File: config.mk
export PLATFORM = sky130hd
export DESIGN_NAME = thread_wait_queue_scheduler_core
export DESIGN_NICKNAME = d
export VERILOG_FILES = /design/src/hw/rtl/twqs_pkg.sv /design/src/hw/rtl/thread_wait_queue_scheduler_core.sv /design/src/hw/rtl/twqs_ctrl.sv /design/src/hw/rtl/twqs_dp.sv
export SDC_FILE = /design/constraint.sdc
export NUM_CORES = 2
export LEC_CHECK = 0
export BUFFER_PORTS_ARGS = -buffer_cell sky130_fd_sc_hd__buf_2
export CAP_MARGIN = 20
export CELL_PAD_IN_SITES_DETAIL_PLACEMENT = 1
export CELL_PAD_IN_SITES_GLOBAL_PLACEMENT = 2
export CORE_MARGIN = 3
export CORE_UTILIZATION = 42
export DETAILED_ROUTE_END_ITERATION = 10
export GPL_TIMING_DRIVEN = 0
export PLACE_DENSITY = 0.86
export SETUP_SLACK_MARGIN = 0.3
export SLEW_MARGIN = 20
export SYNTH_ARGS = -nofsm -noshare
export SYNTH_HDL_FRONTEND = slang
export SYNTH_SLANG_ARGS = --single-unit
export TNS_END_PERCENT = 100
File: constraint.sdc
create_clock -name clk -period 12.85 [get_ports clk]
set_clock_uncertainty 0.1 [all_clocks]
set_input_delay 0.6425 -clock clk [delete_from_list [all_inputs] [get_ports clk]]
set_output_delay 0.6425 -clock clk [all_outputs]
set_load 0.02 [all_outputs]
File: src/hw/rtl/twqs_pkg.sv
// Shared types and constants of the thread wait queue scheduler.
package twqs_pkg;
	localparam int Threads = 16;
	localparam int WaitQueues = 8;
	localparam int TW = 4;
	localparam int QW = 4;
	localparam int CW = 5;
	localparam int NQ = WaitQueues + 1;
	localparam logic [QW-1:0] RUNQ = QW'(WaitQueues);
	localparam logic [QW-1:0] QNONE = 4'd15;

	localparam logic [2:0] A_MKRUN = 3'd0;
	localparam logic [2:0] A_SLEEP = 3'd1;
	localparam logic [2:0] A_CSLEEP = 3'd2;
	localparam logic [2:0] A_WAKE = 3'd3;
	localparam logic [2:0] A_BCAST = 3'd4;
	localparam logic [2:0] A_CANCEL = 3'd5;
	localparam logic [2:0] A_YIELD = 3'd6;
	localparam logic [2:0] A_EXIT = 3'd7;

	localparam logic [2:0] S_OK = 3'd0;
	localparam logic [2:0] S_INTR = 3'd1;
	localparam logic [2:0] S_IDLE = 3'd2;
	localparam logic [2:0] S_EMPTY = 3'd3;
	localparam logic [2:0] S_QUEUED = 3'd4;

	localparam logic [1:0] M_NONE = 2'd0;
	localparam logic [1:0] M_RUN = 2'd1;
	localparam logic [1:0] M_SLEEP = 2'd2;
	localparam logic [1:0] M_CSLP = 2'd3;

	typedef struct packed {
		logic start;
		logic step;
		logic sw;
		logic emit_last;
	} cmd_t;

	typedef struct packed {
		logic need_switch;
		logic bcast_more;
		logic single;
	} sts_t;
endpackage

File: src/hw/rtl/thread_wait_queue_scheduler_core.sv
// Top level of the thread wait queue scheduler core.
// Thread scheduler with a FIFO run queue and eight FIFO wait queues of
// sixteen threads, kept as doubly linked lists in per-thread link tables.
// One action word is taken at a time: it is latched and executed, followed
// by a run queue switch step where the action switches threads,
// and its result word is held until taken. Broadcast gives one result word
// per woken thread; the next queue entry is walked only once the previous word is taken.
module thread_wait_queue_scheduler_core import twqs_pkg::*; (
	input  logic clk,
	input  logic arst_n,
	input  logic in_valid,
	output logic in_ready,
	input  logic [2:0] action,
	input  logic [3:0] thread_id,
	input  logic [2:0] queue_id,
	output logic out_valid,
	input  logic out_ready,
	output logic [2:0] status,
	output logic [3:0] woken_thread,
	output logic woken_valid,
	output logic [3:0] current_thread,
	output logic current_valid,
	output logic current_cancelled,
	output logic last
);
	cmd_t cmd;
	sts_t sts;

	twqs_ctrl u_ctrl (
		.clk, .arst_n, .in_valid, .in_ready, .out_valid, .out_ready,
		.sts, .cmd
	);

	twqs_dp u_dp (
		.clk, .arst_n, .action, .thread_id, .queue_id, .cmd, .sts,
		.status, .woken_thread, .woken_valid, .current_thread,
		.current_valid, .current_cancelled, .last
	);

	// A new word is never taken while a result is pending.
	a_excl: assert property (@(posedge clk) disable iff (!arst_n)
		!(in_ready && out_valid)) else $error("ready while result pending");
	// A woken word always carries ok status.
	a_wok: assert property (@(posedge clk) disable iff (!arst_n)
		(out_valid && woken_valid) |-> status == S_OK) else $error("woken bad status");
	// No current thread implies no cancelled flag shown.
	a_cur: assert property (@(posedge clk) disable iff (!arst_n)
		!current_valid |-> !current_cancelled) else $error("cancel w/o thread");
endmodule

File: src/hw/rtl/twqs_ctrl.sv
// Sequencer of the thread wait queue scheduler.
module twqs_ctrl import twqs_pkg::*; (
	input  logic clk,
	input  logic arst_n,
	input  logic in_valid,
	output logic in_ready,
	output logic out_valid,
	input  logic out_ready,
	input  sts_t sts,
	output cmd_t cmd
);
	typedef enum logic [4:0] {
		ST_IDLE = 5'b00001,
		ST_EXEC = 5'b00010,
		ST_SW = 5'b00100,
		ST_BC = 5'b01000,
		ST_OUT = 5'b10000
	} state_t;
	state_t state_q;
	logic more_q;

	assign in_ready = (state_q == ST_IDLE);
	assign out_valid = (state_q == ST_OUT);

	always_comb begin
		cmd = '0;
		cmd.start = in_valid && in_ready;
		unique case (state_q)
			ST_EXEC: begin
				cmd.emit_last = 1'b1;
			end
			ST_SW: begin
				cmd.sw = 1'b1;
				cmd.emit_last = 1'b1;
			end
			ST_BC: begin
				cmd.step = 1'b1;
				cmd.emit_last = !sts.bcast_more;
			end
			default: ;
		endcase
	end

	always_ff @(posedge clk or negedge arst_n) begin
		if (!arst_n) begin
			state_q <= ST_IDLE;
			more_q <= 1'b0;
		end else begin
			unique case (state_q)
				ST_IDLE: if (cmd.start) state_q <= ST_EXEC;
				ST_EXEC: begin
					if (sts.need_switch) state_q <= ST_SW;
					else if (sts.single) state_q <= ST_OUT;
					else state_q <= ST_BC;
					more_q <= 1'b0;
				end
				ST_SW: state_q <= ST_OUT;
				ST_BC: begin
					more_q <= sts.bcast_more;
					state_q <= ST_OUT;
				end
				ST_OUT: if (out_ready) state_q <= more_q ? ST_BC : ST_IDLE;
				default: state_q <= ST_IDLE;
			endcase
		end
	end
endmodule

File: src/hw/rtl/twqs_dp.sv
// Datapath of the scheduler: thread tables, queue tables, result register.
module twqs_dp import twqs_pkg::*; (
	input  logic clk,
	input  logic arst_n,
	input  logic [2:0] action,
	input  logic [TW-1:0] thread_id,
	input  logic [2:0] queue_id,
	input  cmd_t cmd,
	output sts_t sts,
	output logic [2:0] status,
	output logic [TW-1:0] woken_thread,
	output logic woken_valid,
	output logic [TW-1:0] current_thread,
	output logic current_valid,
	output logic current_cancelled,
	output logic last
);
	logic [1:0] mode_q [Threads];
	logic cflag_q [Threads];
	logic [QW-1:0] qon_q [Threads];
	logic [TW-1:0] nxt_q [Threads];
	logic [TW-1:0] prv_q [Threads];
	logic [TW-1:0] head_q [NQ];
	logic [TW-1:0] tail_q [NQ];
	logic [CW-1:0] cnt_q [NQ];
	logic [TW-1:0] run_q;
	logic runv_q;
	logic [2:0] act_q;
	logic [TW-1:0] tid_q;
	logic [QW-1:0] qid_q;
	logic [2:0] st_q;
	logic [TW-1:0] wk_q;
	logic wkv_q;
	logic last_q;
	logic [TW-1:0] bcn_q;

	// Action phase decisions, from latched word.
	logic [QW-1:0] qa;
	logic early;
	logic [2:0] est;
	logic ewv;
	always_comb begin
		qa = qid_q;
		early = 1'b0;
		est = S_OK;
		ewv = 1'b0;
		unique case (act_q)
			A_MKRUN: begin
				early = 1'b1;
				est = (qon_q[tid_q] != QNONE) ? S_QUEUED : S_OK;
			end
			A_SLEEP, A_CSLEEP: begin
				if (runv_q && act_q == A_CSLEEP && cflag_q[run_q]) begin
					early = 1'b1;
					est = S_INTR;
				end else if (runv_q && qon_q[run_q] != QNONE) begin
					early = 1'b1;
					est = S_QUEUED;
				end
			end
			A_WAKE: begin
				early = 1'b1;
				est = (cnt_q[qa] == '0) ? S_EMPTY : S_OK;
				ewv = (cnt_q[qa] != '0);
			end
			A_BCAST: begin
				early = (cnt_q[qa] == '0);
				est = S_EMPTY;
			end
			A_CANCEL: begin
				early = 1'b1;
				ewv = (mode_q[tid_q] == M_CSLP) && (qon_q[tid_q] < QW'(WaitQueues));
			end
			default: ;
		endcase
	end
	assign sts.need_switch = !early && (act_q != A_BCAST);
	assign sts.single = early;
	assign sts.bcast_more = (cnt_q[qa] > CW'(1)) && (bcn_q != TW'(Threads - 1));

	logic do_exec_q;
	// Switch decision
	logic push_cur;
	assign push_cur = runv_q && mode_q[run_q] == M_RUN && qon_q[run_q] == QNONE;

	always_ff @(posedge clk) begin
		if (cmd.start) begin
			act_q <= action;
			tid_q <= thread_id;
			qid_q <= {1'b0, queue_id};
		end
	end

	always_ff @(posedge clk or negedge arst_n) begin
		if (!arst_n) begin
			for (int i = 0; i < Threads; i++) begin
				mode_q[i] <= M_NONE;
				cflag_q[i] <= 1'b0;
				qon_q[i] <= QNONE;
			end
			for (int i = 0; i < NQ; i++) cnt_q[i] <= '0;
			run_q <= '0;
			runv_q <= 1'b0;
			do_exec_q <= 1'b0;
			bcn_q <= '0;
		end else begin
			do_exec_q <= cmd.start;
			if (cmd.start) bcn_q <= '0;
			if (do_exec_q) begin
				unique case (act_q)
					A_MKRUN: if (qon_q[tid_q] == QNONE) begin
						if (mode_q[tid_q] == M_NONE) cflag_q[tid_q] <= 1'b0;
						mode_q[tid_q] <= M_RUN;
						if (cnt_q[RUNQ] != '0) begin
							nxt_q[tail_q[RUNQ]] <= tid_q;
							prv_q[tid_q] <= tail_q[RUNQ];
						end else head_q[RUNQ] <= tid_q;
						tail_q[RUNQ] <= tid_q;
						cnt_q[RUNQ] <= cnt_q[RUNQ] + CW'(1);
						qon_q[tid_q] <= RUNQ;
					end
					A_SLEEP, A_CSLEEP: if (!early && runv_q) begin
						mode_q[run_q] <= (act_q == A_CSLEEP) ? M_CSLP : M_SLEEP;
						if (cnt_q[qa] != '0) begin
							nxt_q[tail_q[qa]] <= run_q;
							prv_q[run_q] <= tail_q[qa];
						end else head_q[qa] <= run_q;
						tail_q[qa] <= run_q;
						cnt_q[qa] <= cnt_q[qa] + CW'(1);
						qon_q[run_q] <= qa;
					end
					A_WAKE: if (cnt_q[qa] != '0) begin
						wk_q <= head_q[qa];
						if (cnt_q[qa] > CW'(1)) head_q[qa] <= nxt_q[head_q[qa]];
						cnt_q[qa] <= cnt_q[qa] - CW'(1);
						mode_q[head_q[qa]] <= M_RUN;
						if (cnt_q[RUNQ] != '0) begin
							nxt_q[tail_q[RUNQ]] <= head_q[qa];
							prv_q[head_q[qa]] <= tail_q[RUNQ];
						end else head_q[RUNQ] <= head_q[qa];
						tail_q[RUNQ] <= head_q[qa];
						cnt_q[RUNQ] <= cnt_q[RUNQ] + CW'(1);
						qon_q[head_q[qa]] <= RUNQ;
					end
					A_CANCEL: begin
						cflag_q[tid_q] <= 1'b1;
						if (ewv) begin
							wk_q <= tid_q;
							if (head_q[qon_q[tid_q]] == tid_q)
								head_q[qon_q[tid_q]] <= nxt_q[tid_q];
							else nxt_q[prv_q[tid_q]] <= nxt_q[tid_q];
							if (tail_q[qon_q[tid_q]] == tid_q)
								tail_q[qon_q[tid_q]] <= prv_q[tid_q];
							else prv_q[nxt_q[tid_q]] <= prv_q[tid_q];
							cnt_q[qon_q[tid_q]] <= cnt_q[qon_q[tid_q]] - CW'(1);
							mode_q[tid_q] <= M_RUN;
							// append to run queue (never the same queue)
							if (cnt_q[RUNQ] != '0) begin
								nxt_q[tail_q[RUNQ]] <= tid_q;
								prv_q[tid_q] <= tail_q[RUNQ];
							end else head_q[RUNQ] <= tid_q;
							tail_q[RUNQ] <= tid_q;
							cnt_q[RUNQ] <= cnt_q[RUNQ] + CW'(1);
							qon_q[tid_q] <= RUNQ;
						end
					end
					A_EXIT: if (runv_q) begin
						mode_q[run_q] <= M_NONE;
						if (qon_q[run_q] < QW'(NQ) && cnt_q[qon_q[run_q]] != '0) begin
							if (head_q[qon_q[run_q]] == run_q)
								head_q[qon_q[run_q]] <= nxt_q[run_q];
							else nxt_q[prv_q[run_q]] <= nxt_q[run_q];
							if (tail_q[qon_q[run_q]] == run_q)
								tail_q[qon_q[run_q]] <= prv_q[run_q];
							else prv_q[nxt_q[run_q]] <= prv_q[run_q];
							cnt_q[qon_q[run_q]] <= cnt_q[qon_q[run_q]] - CW'(1);
							qon_q[run_q] <= QNONE;
						end
					end
					default: ;
				endcase
			end
			if (cmd.sw) begin
				// push current then pop head; fold the one-entry case
				if (push_cur) begin
					if (cnt_q[RUNQ] == '0) begin
						run_q <= run_q;
						runv_q <= 1'b1;
					end else begin
						nxt_q[tail_q[RUNQ]] <= run_q;
						prv_q[run_q] <= tail_q[RUNQ];
						tail_q[RUNQ] <= run_q;
						qon_q[run_q] <= RUNQ;
						run_q <= head_q[RUNQ];
						runv_q <= 1'b1;
						// single waiter: the pushed thread becomes the head
						head_q[RUNQ] <= (cnt_q[RUNQ] == CW'(1)) ? run_q
							: nxt_q[head_q[RUNQ]];
						qon_q[head_q[RUNQ]] <= QNONE;
					end
				end else if (cnt_q[RUNQ] != '0) begin
					run_q <= head_q[RUNQ];
					runv_q <= 1'b1;
					if (cnt_q[RUNQ] > CW'(1)) head_q[RUNQ] <= nxt_q[head_q[RUNQ]];
					cnt_q[RUNQ] <= cnt_q[RUNQ] - CW'(1);
					qon_q[head_q[RUNQ]] <= QNONE;
				end else begin
					run_q <= '0;
					runv_q <= 1'b0;
				end
			end
			if (cmd.step) begin
				bcn_q <= bcn_q + TW'(1);
				wk_q <= head_q[qa];
				if (cnt_q[qa] > CW'(1)) head_q[qa] <= nxt_q[head_q[qa]];
				cnt_q[qa] <= cnt_q[qa] - CW'(1);
				mode_q[head_q[qa]] <= M_RUN;
				if (cnt_q[RUNQ] != '0) begin
					nxt_q[tail_q[RUNQ]] <= head_q[qa];
					prv_q[head_q[qa]] <= tail_q[RUNQ];
				end else head_q[RUNQ] <= head_q[qa];
				tail_q[RUNQ] <= head_q[qa];
				cnt_q[RUNQ] <= cnt_q[RUNQ] + CW'(1);
				qon_q[head_q[qa]] <= RUNQ;
			end
		end
	end

	// Result fields; status/last latched at the emitting cycle.
	logic sw_idle;
	assign sw_idle = !push_cur && cnt_q[RUNQ] == '0;
	always_ff @(posedge clk) begin
		if (do_exec_q) begin
			st_q <= est;
			wkv_q <= ewv && early;
			last_q <= 1'b1;
		end
		if (cmd.sw) begin
			st_q <= sw_idle ? S_IDLE : S_OK;
			wkv_q <= 1'b0;
		end
		if (cmd.step) begin
			st_q <= S_OK;
			wkv_q <= 1'b1;
			last_q <= cmd.emit_last;
		end
	end

	assign status = st_q;
	assign woken_valid = wkv_q;
	assign woken_thread = wkv_q ? wk_q : '0;
	assign current_valid = runv_q;
	assign current_thread = runv_q ? run_q : '0;
	assign current_cancelled = runv_q && cflag_q[run_q];
	assign last = last_q;
endmodule
Word level (Yosys, flattened, before mapping). Memory sizes are Yosys's and may differ from the RTL's. A register that Yosys moved wholly into a read port is not among the register bits. Index checks and enable logic that the tools add are counted.

Register bits: 192. RAM bits: 200. Logic and storage cells: 608. Memories: 4.

$add $sub $neg: 7. Magnitude comparators: 18. Eq/ne operators: 46. Muxes and demuxes: 288. Bitwise operators: 97. Reductions and logical operators: 78.

Memory list: u_dp.nxt_q (words 16, bits a word 4, rd ports 4, clocked after memory_dff 1, write ports 2, RTL line twqs_dp.sv:21) `logic [TW-1:0] nxt_q [Threads];`; u_dp.prv_q (words 16, bits a word 4, rd ports 2, clocked after memory_dff 1, write ports 4, RTL line twqs_dp.sv:22) `logic [TW-1:0] prv_q [Threads];`; u_dp.head_q (words 9, bits a word 4, rd ports 4, clocked after memory_dff 1, write ports 3, RTL line twqs_dp.sv:23) `logic [TW-1:0] head_q [NQ];`; u_dp.tail_q (words 9, bits a word 4, rd ports 4, clocked after memory_dff 1, write ports 2, RTL line twqs_dp.sv:24) `logic [TW-1:0] tail_q [NQ];`.

Operator list (number): 64-bit two-way mux (12); 64-bit one-hot mux with 5 select lines (1); 45-bit two-way mux (7); 45-bit bitwise mux (5); 32-bit two-way mux (7); 4-bit two-way mux (55); 48-bit AND (4); 64-bit OR (3); 32-bit one-hot mux with 5 select lines (1); 40-bit one-hot mux with 4 select lines (1); 48-bit inverter (3); 1-bit two-way mux (136); 16-bit OR (8); 5-bit two-way mux (17); 4-bit equality test (17); 16-bit AND (4); 64-bit bitwise mux (1); 4-bit demux with 4-bit select (4); 5-bit binary-select mux with 4-bit select (3); 5-bit demux with 4-bit select (3); 1-bit logical AND (48); 16-bit inverter (3); 5-bit greater-or-equal comparator (second input constant) (7); 5-bit by 1-bit < comparator with 1-bit output (second input constant) (7); 57 further kinds (177).

Longest topological paths before layout.
Depth in word-level cells: 21. Mapped depth: 23. Gate-level depth less buffers: 15.

Cells and area by module. From an unflattened synthesis, not the netlist that was laid out.

Cell total of the unflattened synthesis: 3709. Area, all modules: 34294.1 um^2.

Modules (own cells, without submodules): twqs_dp (times used 1, cells an instance 3659, area each 33887.5 um^2, sequential area each 10935.5 um^2); twqs_ctrl (times used 1, cells an instance 50, area each 406.6 um^2, sequential area each 151.4 um^2).

Least setup slack after synthesis. No wires, ideal clock.

Path kind: register to register. Start point: reg u_dp.run_q[0]. End point: mem u_dp.tail_q[1][0], enable pin. Data arrival time: 4.795 ns. Setup slack: 7.593 ns. Cell stages (with the launch flop): 23. Buffers on the path: 8. Clock period less this slack: 5.257 ns. Cells stage by stage: dfrtp_1 > buf_6 > buf_8 > mux2i_1 > mux4_2 > mux2i_4 > buf_4 > buf_4 > buf_2 > buf_1 > nand2_1 > nand3_1 > nand3_1 > a21oi_1 > a21oi_1 > ha_1 > nand4_1 > o221ai_1 > buf_2 > nor4_1 > buf_4 > mux2_2 > nor3_1.

RTL lines: start, declared (RTL line twqs_dp.sv:26) `logic [TW-1:0] run_q;`; start signal, assigned (RTL line twqs_dp.sv:187) `run_q <= run_q;`; start signal, assigned (RTL line twqs_dp.sv:194) `run_q <= head_q[RUNQ];`; start signal, assigned (RTL line twqs_dp.sv:202) `run_q <= head_q[RUNQ];`; end, declared (RTL line twqs_dp.sv:24).

==> results.md <==
* Iteration count of the initial detailed-routing pass at 7
* DR iter-0 viols at 6,284
* Syn Nets at 3,834
* DR vias/cell at 7.580
* Ys flop type: edfxtp_1
* Wirelength, routed at 208.4 mm
* Peak supply drop at 0.2645 mV
* Post-Syn Instances at 3,810
* Yosys reg bits at 399
* Seq/Total Area, Yosys at 32.01%
* MaxCap Viol Count at 0
* Largest net degree at the start of global routing at 89
* Fmax at 119.3 MHz
* Core area at 0.08107 mm²
* Synth top area share at 18.64%
* Site Rows at 104
* Hold Vio Cnt, Final at 0
* Die X at 293.2 µm
* Max-slew violation count at 0
* WL/cell at 41.57 µm
* Period utilization at 65.24%
* Post-synth EDFFs at 215
* Commonest cells after routing, fill and taps aside: nand2_1, nor2_1, o21ai_0
* Multi-input gate area at 0.02214 mm²
* DRC at 0
* Cells on worst reg2reg path at 19
* Setup crit start kind: flop
* Leak at 13.51 nW
* Pwr Density at 287.5 mW/mm²
* Number of buffers created by CTS at 50
* Worst R2R Start: u_dp.run_q[1]
* Cell variety after synth at 105
* Number of global-route vias before repair at 37,130
* Clk_lat worst skew at 660 ps
* Post-route setup slack at 4466 ps
* Share of cells above drive strength 1 at 15.49%
* DP Worst Slack at 4856 ps
* Worst-Margin Slew at 1295 ps
* Yosys warns at 0
* Worst hold path depth at 1
* P&R area growth vs syn at 10.05%
* Initial cell density of the core at 42.72%
* Critical R2R Capture: u_dp.tail_q[2][2]
* Via count at 38,010
* Worst path required time at 13,030 ps
* Register-to-register setup slack at 4470 ps
* First-pass GRT wire length at 289.4 mm
* Cell taking the most area after synthesis: edfxtp_1
* Most common cell after layout, fill and taps aside: nand2_1
* Crit path DAT at 8570 ps
* Synth top area cells: edfxtp_1, mux4_2, dfrtp_1
* Die area at 0.08594 mm²
* Tmin final at 8384 ps
* CP endpoint kind: flop
* RD Place Congestion at 1.060
* CP max FO at 10
* CTS Root Cell: clkbuf_16
* Final ANT Viol Nets at 0
* Fill cells at 9,355
* # setup viols final at 0
* Total GRT Usage at 47.35%
* Die Ht at 293.2 µm
* Slew margin rel. at 13.32%
* Port Buffers at 30
* Min-delay worst type: in2reg
* Status: finished, final reports clean
* HPWL after DPL at 160.0 mm
* Asr flop ratio synth at 43.36%
* Reg area at 0.01109 mm²
* Setup Total Neg Slack at 0 ps
* Clk slew on worst S/H paths at 60 ps
* Hold Crit Start: action[1]
* Hold endpoint: u_dp.act_q[1]
* CTS max path bufs at 3
* Synth Area per Inst at 9.090 µm²
* Crit Path Class: reg2reg
* Unrepaired setup endpoints after global routing: no
* CTS tree: built
* Clock sink count at 399
* Initial antenna violation count at 12
* Gr ovfl total at 0
* Final nets at 3,933
* Synthesized area at 0.03463 mm²
* # IOs at 31
* H-tree depth at 2
sequential cells by signal (all words and copies together), names as in the netlist, 5 cells and up, named ones only:
name	flops
u_dp.cnt_q	45
u_dp.qon_q	64
u_dp.head_q	36
u_dp.prv_q	64
u_dp.mode_q	32
u_dp.tail_q	36
u_ctrl.state_q	5
u_dp.nxt_q	64
cells in the mapped netlist, types with 12 or more instances:
| cell type | n |
|---|---|
| a211oi_1 | 47 |
| a21o_1 | 17 |
| a21oi_1 | 251 |
| a221oi_1 | 91 |
| a222oi_1 | 19 |
| a22oi_1 | 41 |
| a31oi_1 | 33 |
| and2_1 | 21 |
| and3_1 | 30 |
| buf_1 | 22 |
| buf_2 | 52 |
| clkbuf_1 | 212 |
| dfrtp_1 | 108 |
| dfstp_2 | 65 |
| edfxtp_1 | 215 |
| inv_1 | 47 |
| mux2_2 | 87 |
| mux2i_1 | 261 |
| mux4_2 | 172 |
| nand2_1 | 520 |
| nand2b_1 | 22 |
| nand3_1 | 109 |
| nand4_1 | 20 |
| nor2_1 | 308 |
| nor2b_1 | 27 |
| nor3_1 | 111 |
| nor4_1 | 14 |
| o2111ai_1 | 13 |
| o211ai_1 | 46 |
| o21ai_0 | 264 |
| o21ai_1 | 23 |
| o221ai_1 | 61 |
| o22a_1 | 12 |
| o22ai_1 | 76 |
| or3_1 | 13 |
| xnor2_1 | 80 |
| xor2_1 | 15 |
worst max-delay path: stages (launching register included):
cell and delay [ps]:
dfrtp_1 340, clkbuf_1 490, mux4_2 410, mux2i_2 890
nand2_1 600, nand2_1 550, buf_2 380, buf_2 430
nand3_1 120, nand3_1 110, a21oi_1 160, a21oi_1 220
ha_1 180, nand4_1 230, o221ai_1 440, buf_2 520
nor4_1 160, buf_4 260, a211oi_1 1040, nor3_1 330
worst max-delay path by stage:
| stage | from | endpoint | cells after the start |
|---|---|---|---|
| after global placement | u_dp.run_q[2] | u_dp.tail_q[6][1] | 17 |
| after global routing | u_dp.run_q[1] | u_dp.tail_q[2][2] | 19 |
| final | u_dp.run_q[1] | u_dp.tail_q[2][2] | 19 |
| after detailed placement | u_dp.run_q[2] | u_dp.tail_q[1][1] | 18 |
| after floorplan | u_dp.run_q[0] | u_dp.tail_q[1][0] | 22 |
| after CTS | u_dp.run_q[2] | u_dp.tail_q[2][2] | 18 |
repair_timing:
item | in CTS | in global routing
endpoints found under the hold margin | 19 | 0
gates resized for setup | 0 | 0
buffers inserted | 0 | 0
hold buffers | 1 | 0
layer usage:
metal / global-route usage [%] / wire length, µm
met1: 60.43 / 77500
met3: 13.35 / 25990
met5: 0.2217 / 63
met2: 69.78 / 87470
met4: 32.23 / 17420
cells by family (layout without fill, tap and decap cells):
logic type | after synthesis | count (layout) | share of synthesized area (%)
buffers and inverters | 360 | 501 | 4.397
AO/OA/AOI/OAI | 1162 | 1162 | 22.59
XOR/XNOR | 95 | 95 | 2.403
other | 0 | 3 | 0
multiplexers | 529 | 529 | 21.95
adder cells (fa/ha/maj) | 10 | 10 | 0.3613
flip-flops | 399 | 399 | 32.01
AND/OR/NAND/NOR | 1255 | 1255 | 16.29
cell type report:
cell class	count	area share (%)
multi-input cells	3051	58.10
flip-flops and latches	399	29.09
clock buffers	75	3.795
plain buffers	306	3.486
well taps	1060	3.480
repair buffers	47	0.9093
clock inverters	19	0.5909
inverters	54	0.5318
diodes	3	0.01970
stage by stage:
| step | hold WS, ps | area [µm²] | util (%) | std cells | total power [mW] |
|---|---|---|---|---|---|
| final | 70.60 | 38110 | 47.02 | 5014 | 10.96 |
| after global routing | 74.32 | 38110 | 47.01 | 5011 | 11.15 |
| after CTS | 52.30 | 38080 | 46.97 | 5008 | 10.54 |
| after detailed placement | 375.6 | 36390 | 44.89 | 4913 | 9.023 |
| after global placement | 363.0 | 36110 | 44.54 | 4900 | 8.853 |
| after floorplan | 246.9 | 34630 | - | 3810 | 6.024 |
power by group:
group | total, mW | internal (mW) | switching [mW] | leakage, nW
clock network | 1.51 | 0.860 | 0.651 | 0.817
registers | 2.09 | 1.67 | 0.416 | 4.09
logic | 7.36 | 2.16 | 5.20 | 8.60
Note: power is estimated with default switching activity, not from simulation.
